## src/rtl/lsnm_pkg.sv

```systemverilog
// lattice site to node mapper: shared types, constants and divider step
`default_nettype none

package lsnm_pkg;

    localparam int NLANE = 4;
    localparam int CW = 10;
    localparam int EW = 11;
    localparam int LSW = 25;
    localparam int DIV_STAGES = 5;

    localparam logic [EW-1:0] EDGE_MAX = 11'd1024;
    localparam logic [16:0] NODE_CAP = 17'h10000;
    localparam logic [25:0] RAW_CAP = 26'h2000000;
    localparam logic [15:0] NODE_LIM = 16'hFFFF;
    localparam logic [23:0] SLOT_LIM = 24'hFFFFFF;

    localparam logic [2:0] CFG_EDGE_X = 3'd0;
    localparam logic [2:0] CFG_EDGE_Y = 3'd1;
    localparam logic [2:0] CFG_EDGE_Z = 3'd2;
    localparam logic [2:0] CFG_EDGE_T = 3'd3;
    localparam logic [2:0] CFG_CUBES_X = 3'd4;
    localparam logic [2:0] CFG_CUBES_Y = 3'd5;
    localparam logic [2:0] CFG_CUBES_Z = 3'd6;
    localparam logic [2:0] CFG_LOCAL_SITES = 3'd7;

    typedef struct packed {
        logic [9:0] coord_x;
        logic [9:0] coord_y;
        logic [9:0] coord_z;
        logic [9:0] coord_t;
    } lsnm_in_t;

    typedef struct packed {
        logic [15:0] owner_node;
        logic [23:0] site_slot;
        logic        range_flag;
    } lsnm_out_t;

    typedef struct packed {
        logic [CW-1:0] rem;
        logic [CW-1:0] dq;
    } div_st_t;

    // one restoring division step, quotient bits shift in from the right
    function automatic div_st_t div_step(logic [CW-1:0] rem, logic [CW-1:0] dq,
                                         logic [EW-1:0] dvs);
        logic [EW-1:0] t;
        div_st_t o;
        t = {rem, dq[CW-1]};
        o.dq = {dq[CW-2:0], 1'b0};
        if (t >= dvs)
        begin
            t = t - dvs;
            o.dq[0] = 1'b1;
        end
        o.rem = t[CW-1:0];
        return o;
    endfunction

    function automatic logic [EW-1:0] eff_edge(logic [EW-1:0] e);
        logic [EW-1:0] r;
        r = e;
        if (e == '0)
            r = 11'd1;
        else if (e > EDGE_MAX)
            r = EDGE_MAX;
        return r;
    endfunction

endpackage

`default_nettype wire

```

## src/rtl/lsnm_div_pipe.sv

```systemverilog
// four-lane pipelined restoring divider, two quotient bits per stage
`default_nettype none

module lsnm_div_pipe
    import lsnm_pkg::*;
(
    input  wire logic                          clk,
    input  wire logic                          rst_n,
    input  wire logic                          en,
    input  wire logic                          vld_in,
    input  wire logic [NLANE-1:0][CW-1:0]      dvd_in,
    input  wire logic [NLANE-1:0][EW-1:0]      dvs,
    input  wire logic                          par_in,
    output logic                               vld_out,
    output logic [NLANE-1:0][CW-1:0]           quo,
    output logic [NLANE-1:0][CW-1:0]           rem,
    output logic                               par_out
);

    logic [DIV_STAGES-1:0]                 vld_reg;
    logic [DIV_STAGES-1:0]                 par_reg;
    logic [DIV_STAGES-1:0][NLANE-1:0][CW-1:0] rem_reg, rem_next;
    logic [DIV_STAGES-1:0][NLANE-1:0][CW-1:0] dq_reg, dq_next;

    always_comb
    begin
        div_st_t a;
        div_st_t b;
        for (int s = 0; s < DIV_STAGES; s++)
        begin
            for (int l = 0; l < NLANE; l++)
            begin
                if (s == 0)
                    a = div_step('0, dvd_in[l], dvs[l]);
                else
                    a = div_step(rem_reg[s-1][l], dq_reg[s-1][l], dvs[l]);
                b = div_step(a.rem, a.dq, dvs[l]);
                rem_next[s][l] = b.rem;
                dq_next[s][l] = b.dq;
            end
        end
    end

    always_ff @(posedge clk or negedge rst_n)
    begin
        if (!rst_n)
        begin
            vld_reg <= '0;
        end
        else if (en)
        begin
            vld_reg <= {vld_reg[DIV_STAGES-2:0], vld_in};
        end
    end

    always_ff @(posedge clk)
    begin
        if (en)
        begin
            rem_reg <= rem_next;
            dq_reg <= dq_next;
            par_reg <= {par_reg[DIV_STAGES-2:0], par_in};
        end
    end

    assign vld_out = vld_reg[DIV_STAGES-1];
    assign quo = dq_reg[DIV_STAGES-1];
    assign rem = rem_reg[DIV_STAGES-1];
    assign par_out = par_reg[DIV_STAGES-1];

endmodule

`default_nettype wire

```

## src/rtl/lattice_site_to_node_mapper_top.sv

```systemverilog
// lattice site to node mapper: config registers, divider, mixed-radix stages, output
//
// channel   dir  handshake            payload
// in        in   in_valid/in_stall    in_data (lsnm_in_t)
// out       out  out_valid/out_stall  out_data (lsnm_out_t)
// cfg       in   cfg_valid/cfg_ready  cfg_index, cfg_data
//
// one transfer per cycle while the output is not stalled; 5 divider stages,
// 3 multiply-add stages, one output register
// the whole pipe holds while the output register is full and stalled
// reset clears valid bits and restores the register defaults
// cfg_ready is always high
`default_nettype none

module lattice_site_to_node_mapper_top
    import lsnm_pkg::*;
(
    input  wire logic        clk,
    input  wire logic        rst_n,
    input  wire logic        in_valid,
    output logic             in_stall,
    input  wire lsnm_in_t    in_data,
    output logic             out_valid,
    input  wire logic        out_stall,
    output lsnm_out_t        out_data,
    input  wire logic        cfg_valid,
    output logic             cfg_ready,
    input  wire logic [2:0]  cfg_index,
    input  wire logic [24:0] cfg_data
);

    logic [NLANE-1:0][EW-1:0] edge_reg;
    logic [EW-1:0] cx_reg, cy_reg, cz_reg;
    logic [LSW-1:0] ls_reg;

    logic en;
    logic [NLANE-1:0][CW-1:0] dvd;
    logic par_in;
    logic dv_vld, dv_par;
    logic [NLANE-1:0][CW-1:0] q, r;

    logic m1_vld_reg, m2_vld_reg, m3_vld_reg, out_valid_reg;
    logic m1_par_reg, m2_par_reg, m3_par_reg;
    logic [CW-1:0] m1_qx_reg, m1_qy_reg, m1_rx_reg, m1_ry_reg, m2_qx_reg, m2_rx_reg;
    logic [16:0] m1_n_reg, m1_n_next, m2_n_reg, m2_n_next;
    logic [25:0] m1_r_reg, m1_r_next, m2_r_reg, m2_r_next, m3_raw_reg, m3_raw_next;
    logic [15:0] m3_node_reg, m3_node_next;
    logic m3_nflag_reg, m3_nflag_next;
    lsnm_out_t out_data_reg, out_data_next;

    logic [20:0] n1_full, r1_full;
    logic [28:0] n2_full, node_full;
    logic [37:0] r2_full, raw_full;
    logic [26:0] sum;
    logic [25:0] slot_full;

    assign cfg_ready = 1'b1;

    always_ff @(posedge clk or negedge rst_n)
    begin
        if (!rst_n)
        begin
            edge_reg <= {NLANE{11'd1}};
            cx_reg <= 11'd1;
            cy_reg <= 11'd1;
            cz_reg <= 11'd1;
            ls_reg <= 25'd2;
        end
        else if (cfg_valid)
        begin
            unique case (cfg_index)
                CFG_EDGE_X:      edge_reg[0] <= eff_edge(cfg_data[EW-1:0]);
                CFG_EDGE_Y:      edge_reg[1] <= eff_edge(cfg_data[EW-1:0]);
                CFG_EDGE_Z:      edge_reg[2] <= eff_edge(cfg_data[EW-1:0]);
                CFG_EDGE_T:      edge_reg[3] <= eff_edge(cfg_data[EW-1:0]);
                CFG_CUBES_X:     cx_reg <= cfg_data[EW-1:0];
                CFG_CUBES_Y:     cy_reg <= cfg_data[EW-1:0];
                CFG_CUBES_Z:     cz_reg <= cfg_data[EW-1:0];
                CFG_LOCAL_SITES: ls_reg <= cfg_data;
                default:         ls_reg <= ls_reg;
            endcase
        end
    end

    assign en = !(out_valid_reg && out_stall);
    assign in_stall = !en;

    assign dvd = {in_data.coord_t, in_data.coord_z, in_data.coord_y, in_data.coord_x};
    assign par_in = in_data.coord_x[0] ^ in_data.coord_y[0] ^ in_data.coord_z[0]
                    ^ in_data.coord_t[0];

    lsnm_div_pipe u_div (
        .clk     (clk),
        .rst_n   (rst_n),
        .en      (en),
        .vld_in  (in_valid),
        .dvd_in  (dvd),
        .dvs     (edge_reg),
        .par_in  (par_in),
        .vld_out (dv_vld),
        .quo     (q),
        .rem     (r),
        .par_out (dv_par)
    );

    // innermost radix step: z with t
    always_comb
    begin
        n1_full = 21'(q[2]) + 21'(cz_reg) * 21'(q[3]);
        m1_n_next = (n1_full > 21'(NODE_CAP)) ? NODE_CAP : n1_full[16:0];
        r1_full = 21'(r[2]) + 21'(edge_reg[2]) * 21'(r[3]);
        m1_r_next = 26'(r1_full);
    end

    // y step, intermediates capped above the overflow thresholds
    always_comb
    begin
        n2_full = 29'(m1_qy_reg) + 29'(cy_reg) * 29'(m1_n_reg);
        m2_n_next = (n2_full > 29'(NODE_CAP)) ? NODE_CAP : n2_full[16:0];
        r2_full = 38'(m1_ry_reg) + 38'(edge_reg[1]) * 38'(m1_r_reg);
        m2_r_next = (r2_full > 38'(RAW_CAP)) ? RAW_CAP : r2_full[25:0];
    end

    // x step and node saturation
    always_comb
    begin
        node_full = 29'(m2_qx_reg) + 29'(cx_reg) * 29'(m2_n_reg);
        m3_nflag_next = node_full > 29'(NODE_LIM);
        m3_node_next = m3_nflag_next ? NODE_LIM : node_full[15:0];
        raw_full = 38'(m2_rx_reg) + 38'(edge_reg[0]) * 38'(m2_r_reg);
        m3_raw_next = (raw_full > 38'(RAW_CAP)) ? RAW_CAP : raw_full[25:0];
    end

    // odd sites go to the second half
    always_comb
    begin
        sum = m3_par_reg ? (27'(m3_raw_reg) + 27'(ls_reg)) : 27'(m3_raw_reg);
        slot_full = sum[26:1];
        out_data_next.owner_node = m3_node_reg;
        if (slot_full > 26'(SLOT_LIM))
        begin
            out_data_next.site_slot = SLOT_LIM;
            out_data_next.range_flag = 1'b1;
        end
        else
        begin
            out_data_next.site_slot = slot_full[23:0];
            out_data_next.range_flag = m3_nflag_reg;
        end
    end

    always_ff @(posedge clk or negedge rst_n)
    begin
        if (!rst_n)
        begin
            m1_vld_reg <= 1'b0;
            m2_vld_reg <= 1'b0;
            m3_vld_reg <= 1'b0;
            out_valid_reg <= 1'b0;
        end
        else if (en)
        begin
            m1_vld_reg <= dv_vld;
            m2_vld_reg <= m1_vld_reg;
            m3_vld_reg <= m2_vld_reg;
            out_valid_reg <= m3_vld_reg;
        end
    end

    always_ff @(posedge clk)
    begin
        if (en)
        begin
            m1_qx_reg <= q[0];
            m1_qy_reg <= q[1];
            m1_rx_reg <= r[0];
            m1_ry_reg <= r[1];
            m1_n_reg <= m1_n_next;
            m1_r_reg <= m1_r_next;
            m1_par_reg <= dv_par;
            m2_qx_reg <= m1_qx_reg;
            m2_rx_reg <= m1_rx_reg;
            m2_n_reg <= m2_n_next;
            m2_r_reg <= m2_r_next;
            m2_par_reg <= m1_par_reg;
            m3_node_reg <= m3_node_next;
            m3_nflag_reg <= m3_nflag_next;
            m3_raw_reg <= m3_raw_next;
            m3_par_reg <= m2_par_reg;
            out_data_reg <= out_data_next;
        end
    end

    assign out_valid = out_valid_reg;
    assign out_data = out_data_reg;

    a_flag_sat: assert property (@(posedge clk) disable iff (!rst_n)
        out_valid && out_data.range_flag |->
            out_data.owner_node == NODE_LIM || out_data.site_slot == SLOT_LIM)
        else $error("range flag without saturated field");

    a_rem_lt_edge: assert property (@(posedge clk) disable iff (!rst_n)
        dv_vld |-> r[0] < edge_reg[0] && r[3] < edge_reg[3])
        else $error("divider remainder not below edge");

    a_hold_m3: assert property (@(posedge clk) disable iff (!rst_n)
        m3_vld_reg && in_stall |=> m3_vld_reg)
        else $error("item lost in stalled pipe");

endmodule

`default_nettype wire

```

## config.mk

```make
export PLATFORM = sky130hd
export DESIGN_NAME = lattice_site_to_node_mapper_top
export DESIGN_NICKNAME = d
export VERILOG_FILES = /design/src/rtl/lsnm_pkg.sv /design/src/rtl/lsnm_div_pipe.sv /design/src/rtl/lattice_site_to_node_mapper_top.sv
export SDC_FILE = /design/constraint.sdc
export NUM_CORES = 2
export LEC_CHECK = 0
export ABC_AREA = 1
export BUFFER_PORTS_ARGS = -buffer_cell sky130_fd_sc_hd__buf_2
export CORE_UTILIZATION = 35
export CTS_CLUSTER_DIAMETER = 30
export CTS_CLUSTER_SIZE = 16
export DETAILED_ROUTE_END_ITERATION = 10
export SLEW_MARGIN = 5
export SYNTH_ARGS = -nofsm -noshare
export SYNTH_HDL_FRONTEND = slang
export SYNTH_SLANG_ARGS = --single-unit
```

## constraint.sdc

```tcl
create_clock -name clk -period 22.3 [get_ports clk]
set_input_delay 1.115 -clock clk [delete_from_list [all_inputs] [get_ports clk]]
set_output_delay 1.115 -clock clk [all_outputs]
set_load 0.02 [all_outputs]
```

Word level (Yosys, flattened, before mapping)
Index checks and enable logic that the tools add are counted.

Memories: 0. Bits in latches: 0. Word-level logic and storage cells: 277. Output and inout bits: 44. Bits in registers: 744. Bits in read-only memories: 0. RAM bits: 0.

Div/mod/pow operators: 0. Multiplexer cells: 83. Eq/ne operators: 7. $lt $le $gt $ge: 47. $mul: 6. Bitwise logic cells: 3. Shift operators: 0. Reduce and logical (&&, ||, !) cells: 11. $add $sub $neg: 47.

Operators by type and width (number): two-way mux 10 bit (40); greater-or-equal comparator 11 bit (36); subtractor 10 bit (36); adder 10 x 28 -> 29 bit (2); multiplier 11 x 17 -> 28 bit (2); greater-or-equal comparator 1 x 11 -> 1 bit (4); adder 10 x 21 -> 21 bit (2); multiplier 11 x 10 -> 21 bit (2); two-way mux 1 bit (40); subtractor 1 x 10 -> 10 bit (4); adder 10 x 37 -> 38 bit (1); > comparator 38 x 26 -> 1 bit, second input constant (1); multiplier 11 x 26 -> 37 bit (1); adder 10 x 32 -> 33 bit (1); > comparator 33 x 26 -> 1 bit, second input constant (1); multiplier 11 x 21 -> 32 bit (1); > comparator 29 x 16 -> 1 bit, second input constant (1); > comparator 29 x 17 -> 1 bit, second input constant (1); adder 26 x 25 -> 27 bit (1); two-way mux 27 bit (1); > comparator 26 x 24 -> 1 bit, second input constant (1); two-way mux 11 bit (2); > comparator 21 x 17 -> 1 bit, second input constant (1); AND reduction 2 bit (8); other kinds (8) (14).

Logic depth before layout (Yosys ltp)
Depth after elaboration: 4. Depth in mapped cells: 32. Mapped depth without buffers: 29.

Cells and area by module
A second synthesis with hierarchy kept.

Cell total of the unflattened synthesis: 12040. Area total of the unflattened synthesis: 92899.1 µm².

By module, submodules not included: lattice_site_to_node_mapper_top (cells an instance 6812, times used 1, area each 54224.5 µm²); lsnm_div_pipe (cells an instance 5228, times used 1, area each 38674.6 µm²).

Worst setup path before layout
OpenSTA, ideal clock, no wires.

Path type: input-to-reg. Start: input out_stall. End: register m3_vld_reg. Buffers on the path: 1. Slack: 2.473 ns. Arrival time: 18.930 ns. Stages on the path: 3. Cell sequence: nand2_1 clkbuf_1 o21ai_0.

Word-level cells in the longest chain between the ends: 1.

Ends and longest elaborated chain: from (decl) (line lattice_site_to_node_mapper_top.sv:24) `input wire logic out_stall,`; logical AND 1 bit (line lattice_site_to_node_mapper_top.sv:85) `assign en = !(out_valid_reg && out_stall);`; to (signal assigned) (line lattice_site_to_node_mapper_top.sv:165) `m3_vld_reg <= m2_vld_reg;`; to (decl) (line lattice_site_to_node_mapper_top.sv:42) `logic m1_vld_reg, m2_vld_reg, m3_vld_reg, out_valid_reg;`.

Every way passes these cells. A chain may end at the register's enable or synchronous reset.

Worst setup path after layout
Start: register edge_reg[13] (netlist name). End: register m2_r_reg[6], data pin.

Word-level cells in the longest chain between the ends: 3.

Ends and longest elaborated chain: from (decl) (line lattice_site_to_node_mapper_top.sv:32) `logic [NLANE-1:0][EW-1:0] edge_reg;`; from (signal assigned) (line lattice_site_to_node_mapper_top.sv:63) `edge_reg <= {NLANE{11'd1}};`; multiplier 11 x 21 -> 32 bit * (line lattice_site_to_node_mapper_top.sv:120) `r2_full = 38'(m1_ry_reg) + 38'(edge_reg[1]) * 38'(m1_r_reg);`; adder 10 x 32 -> 33 bit * (line lattice_site_to_node_mapper_top.sv:120); > comparator 33 x 26 -> 1 bit (line lattice_site_to_node_mapper_top.sv:121) `m2_r_next = (r2_full > 38'(RAW_CAP)) ? RAW_CAP : r2_full[25:0];`; to (signal assigned) (line lattice_site_to_node_mapper_top.sv:184) `m2_r_reg <= m2_r_next;`; to (decl) (line lattice_site_to_node_mapper_top.sv:46) `logic [25:0] m1_r_reg, m1_r_next, m2_r_reg, m2_r_next, m3_raw_reg, m3_raw_next;`.

Mark *: on every way between the ends. The rest lies on a longest branch, timed or not.

==> run metrics <==
worst slew pin tran ~1200 ps; Placed Area between 90,000 and 100,000 sq um; non-filler cells, final 13,900; Max Root-Sink Buffers 3; worst reg2reg path depth 24; Via Count 66,900; drt first-iter violations approximately 4,200; flop and latch count out of synthesis 744; Hold Crit Class in -> async; Hold Vio Cnt, Final 0; Worst R2R Setup Slack 15,660 ps; Slew headroom 20.2%; share of post-route cells with drive strength above 1 5.85%; grt ovf 0; row count 181; fmax approximately 150 MHz; Post-Synth Adder-Cell Area around a third; status complete, no violations; hold_buf cts 0; XOR/XNOR Fraction of Synth Area 3.67%; Max-Cap Viols 0; Setup crit end kind register; first-pass GRT wire length 361,000 microns; Initial Utilization 35.3%; vias in the first global route 68,000; post-synthesis sequential area ratio about a quarter; max incr delay on CP 1070 ps; CTS tree done; clk sinks about 740; Total GRT Usage a little under a fifth; top_reg_cell synth edfxtp_1; Worst Path Arrival 7300 ps; final setup skew slightly above 80 ps; initial antenna violation count 20; cell count after synthesis 10,500; minimum clock period 6640 ps; io pins 117; final instance area approximately 97,000 sq um; Area growth syn-to-layout 12.3%; post-synthesis mux area share 0.379%; Avg WL per Cell 15.8 microns; die area 248,000 sq um; Post-CTS Setup Bufs 0; core area 244,000 sq um; fillcell total 24,800; Final period util 29.8%; total nets after synthesis 12,400; synth unique cells a little under 70; RSZ-0062 raised after global routing no; routed wire length 220,000 microns; Clock Latency Late Sink ~870 ps; Antenna Violating Nets Remaining 0; ys async rst share 14.9%; Ys Warns 0; Post-synth EDFFs 633; most common cell after layout, fill and taps aside nand2_1; Worst setup SP type register; Final setup viols 0; largest family of logic cells by synthesized area adder cells; port bufs 115; CTS buffer count 187; via/cell ratio about 4.8; placer congestion estimate 0.891; Cell Count Post-Placement 13,600; Residual DRC 0; Max H-tree Level 4; post-CTS resize count 0; Final HPWL DP 172,000 microns; max FFs per register 200; Die Ht between 400 and 500 microns; CTS Root Cell clkbuf_16; mapped cell area 86,200 sq um; syn_area_per_cell 8.20 sq um; largest net degree at the start of global routing ~150; critical-path cell list nand2_1, fa_1, fa_1, inv_1, fa_1, fa_1, inv_1, fa_1, inv_1, ha_1, nand2_1, nor2_1, inv_1, nor2_1, nand4_1, nand3_1, nand2_1, nand2_1, nand3_1, nor2_1, nand3_1, nand2_1, nand2_2, nor2_1; Setup Total Neg Slack 0 ps; nets@finish 12,400; Die Width 498 microns; Worst EP required ~23,000 ps; critical path type reg -> reg; slowest cell on the critical path dfrtp_1; Post-Synth Simple-Gate Area 17.1%; Synth Area in Compound Gates under 10%; drt pass-1 iters 8; fin. max-slew vios 0; Worst-path clk slew 50 ps; most frequent cells in the layout 2,514 x nand2_1, 2,249 x inv_1, 894 x fa_1; CP Max Fanout 25
worst max-delay path, delay by kind of cell, from the launching register on:
family	cells	cell delay, ps
fa+ha+maj	6	2960
buf+inv	4	200
flops	1	1070
simple gates	14	2190
kinds of logic after synthesis:
group,after synthesis
AND/OR/NAND/NOR,3646
other,1
buffers and inverters,2579
multiplexers,30
flip-flops,744
AO/OA/AOI/OAI,1381
adder cells (fa/ha/maj),1772
XOR/XNOR,361
per-stage QoR:
stage	hold slack [ps]	util, %	setup slack [ps]
final	226	39.6	15660
after global routing	243	39.6	15230
after CTS	221	39.6	15750
after detailed placement	405	36.9	15820
after global placement	400	36.9	15820
after floorplan	400	-	2470
routing by layer:
metal	vias up	GRT usage, %	part of all wire (%)
li1	33100	-	-
met1	31800	24.5	46
met2	1575	29.9	46
met3	352	3.00	5.9
met4	4	4.69	2.4
met5	-	0	0.011
path summary, 6_finish.rpt:
kind                              startpoint            to
worst max-delay path            edge_reg[13]   m2_r_reg[6]
max in group asynchronous              rst_n   edge_reg[1]
worst min register to register  u_div.quo[8]  m1_qx_reg[8]
worst min-delay path                   rst_n    ls_reg[20]
worst max register to register  edge_reg[13]   m2_r_reg[6]
min in group clk                u_div.quo[8]  m1_qx_reg[8]
cells in the mapped netlist (all sizes together) (3+ instances only):
| cell | n | area, sq um |
|---|---|---|
| o21ai | 516 | 2590 |
| or2 | 14 | 87.6 |
| a211oi | 13 | 97.6 |
| fa | 894 | 17900 |
| a31o | 3 | 26.3 |
| xor2 | 243 | 2130 |
| mux2i | 9 | 90.1 |
| xnor2 | 118 | 1030 |
| o21a | 19 | 143 |
| buf | 49 | 269 |
| or3 | 3 | 18.8 |
| clkbuf | 270 | 1010 |
| a31oi | 25 | 156 |
| dfstp | 8 | 210 |
| dfrtp | 103 | 2580 |
| inv | 2258 | 8480 |
| nor2 | 596 | 2360 |
| o31ai | 3 | 22.5 |
| o2111ai | 9 | 78.8 |
| a21boi | 8 | 63.8 |
| ha | 878 | 11000 |
| o21bai | 30 | 225 |
| o221ai | 8 | 70.1 |
| and2 | 11 | 68.8 |
| edfxtp | 633 | 19000 |
| nand3b | 28 | 210 |
| a41oi | 3 | 26.3 |
| nor4 | 10 | 62.6 |
| and3 | 3 | 18.8 |
| nand2 | 2524 | 9500 |
| a21o | 34 | 255 |
| o211ai | 22 | 165 |
| mux2 | 21 | 236 |
| nand4 | 82 | 519 |
| o22ai | 9 | 56.3 |
| nor3 | 100 | 505 |
| a21oi | 657 | 3310 |
| nand3 | 271 | 1390 |
| o41ai | 7 | 76.3 |
| o311ai | 10 | 95.1 |
final cells by class:
type | count | area (sq um) | share of cell area [%]
Sequential cell | 744 | 21800 | 22.5
Timing Repair Buffer | 177 | 1060 | 1.10
Tap cell | 3202 | 4010 | 4.14
Antenna cell | 2 | 5.00 | 0.00517
Multi-Input combinational cell | 7191 | 54700 | 56.5
Clock inverter | 142 | 1880 | 1.95
Inverter | 2260 | 8480 | 8.77
Clock buffer | 212 | 4840 | 5.01
Power is left out: the tool's default activity adds up to more than one toggle a clock period on the data nets, which glitch-free logic cannot reach.
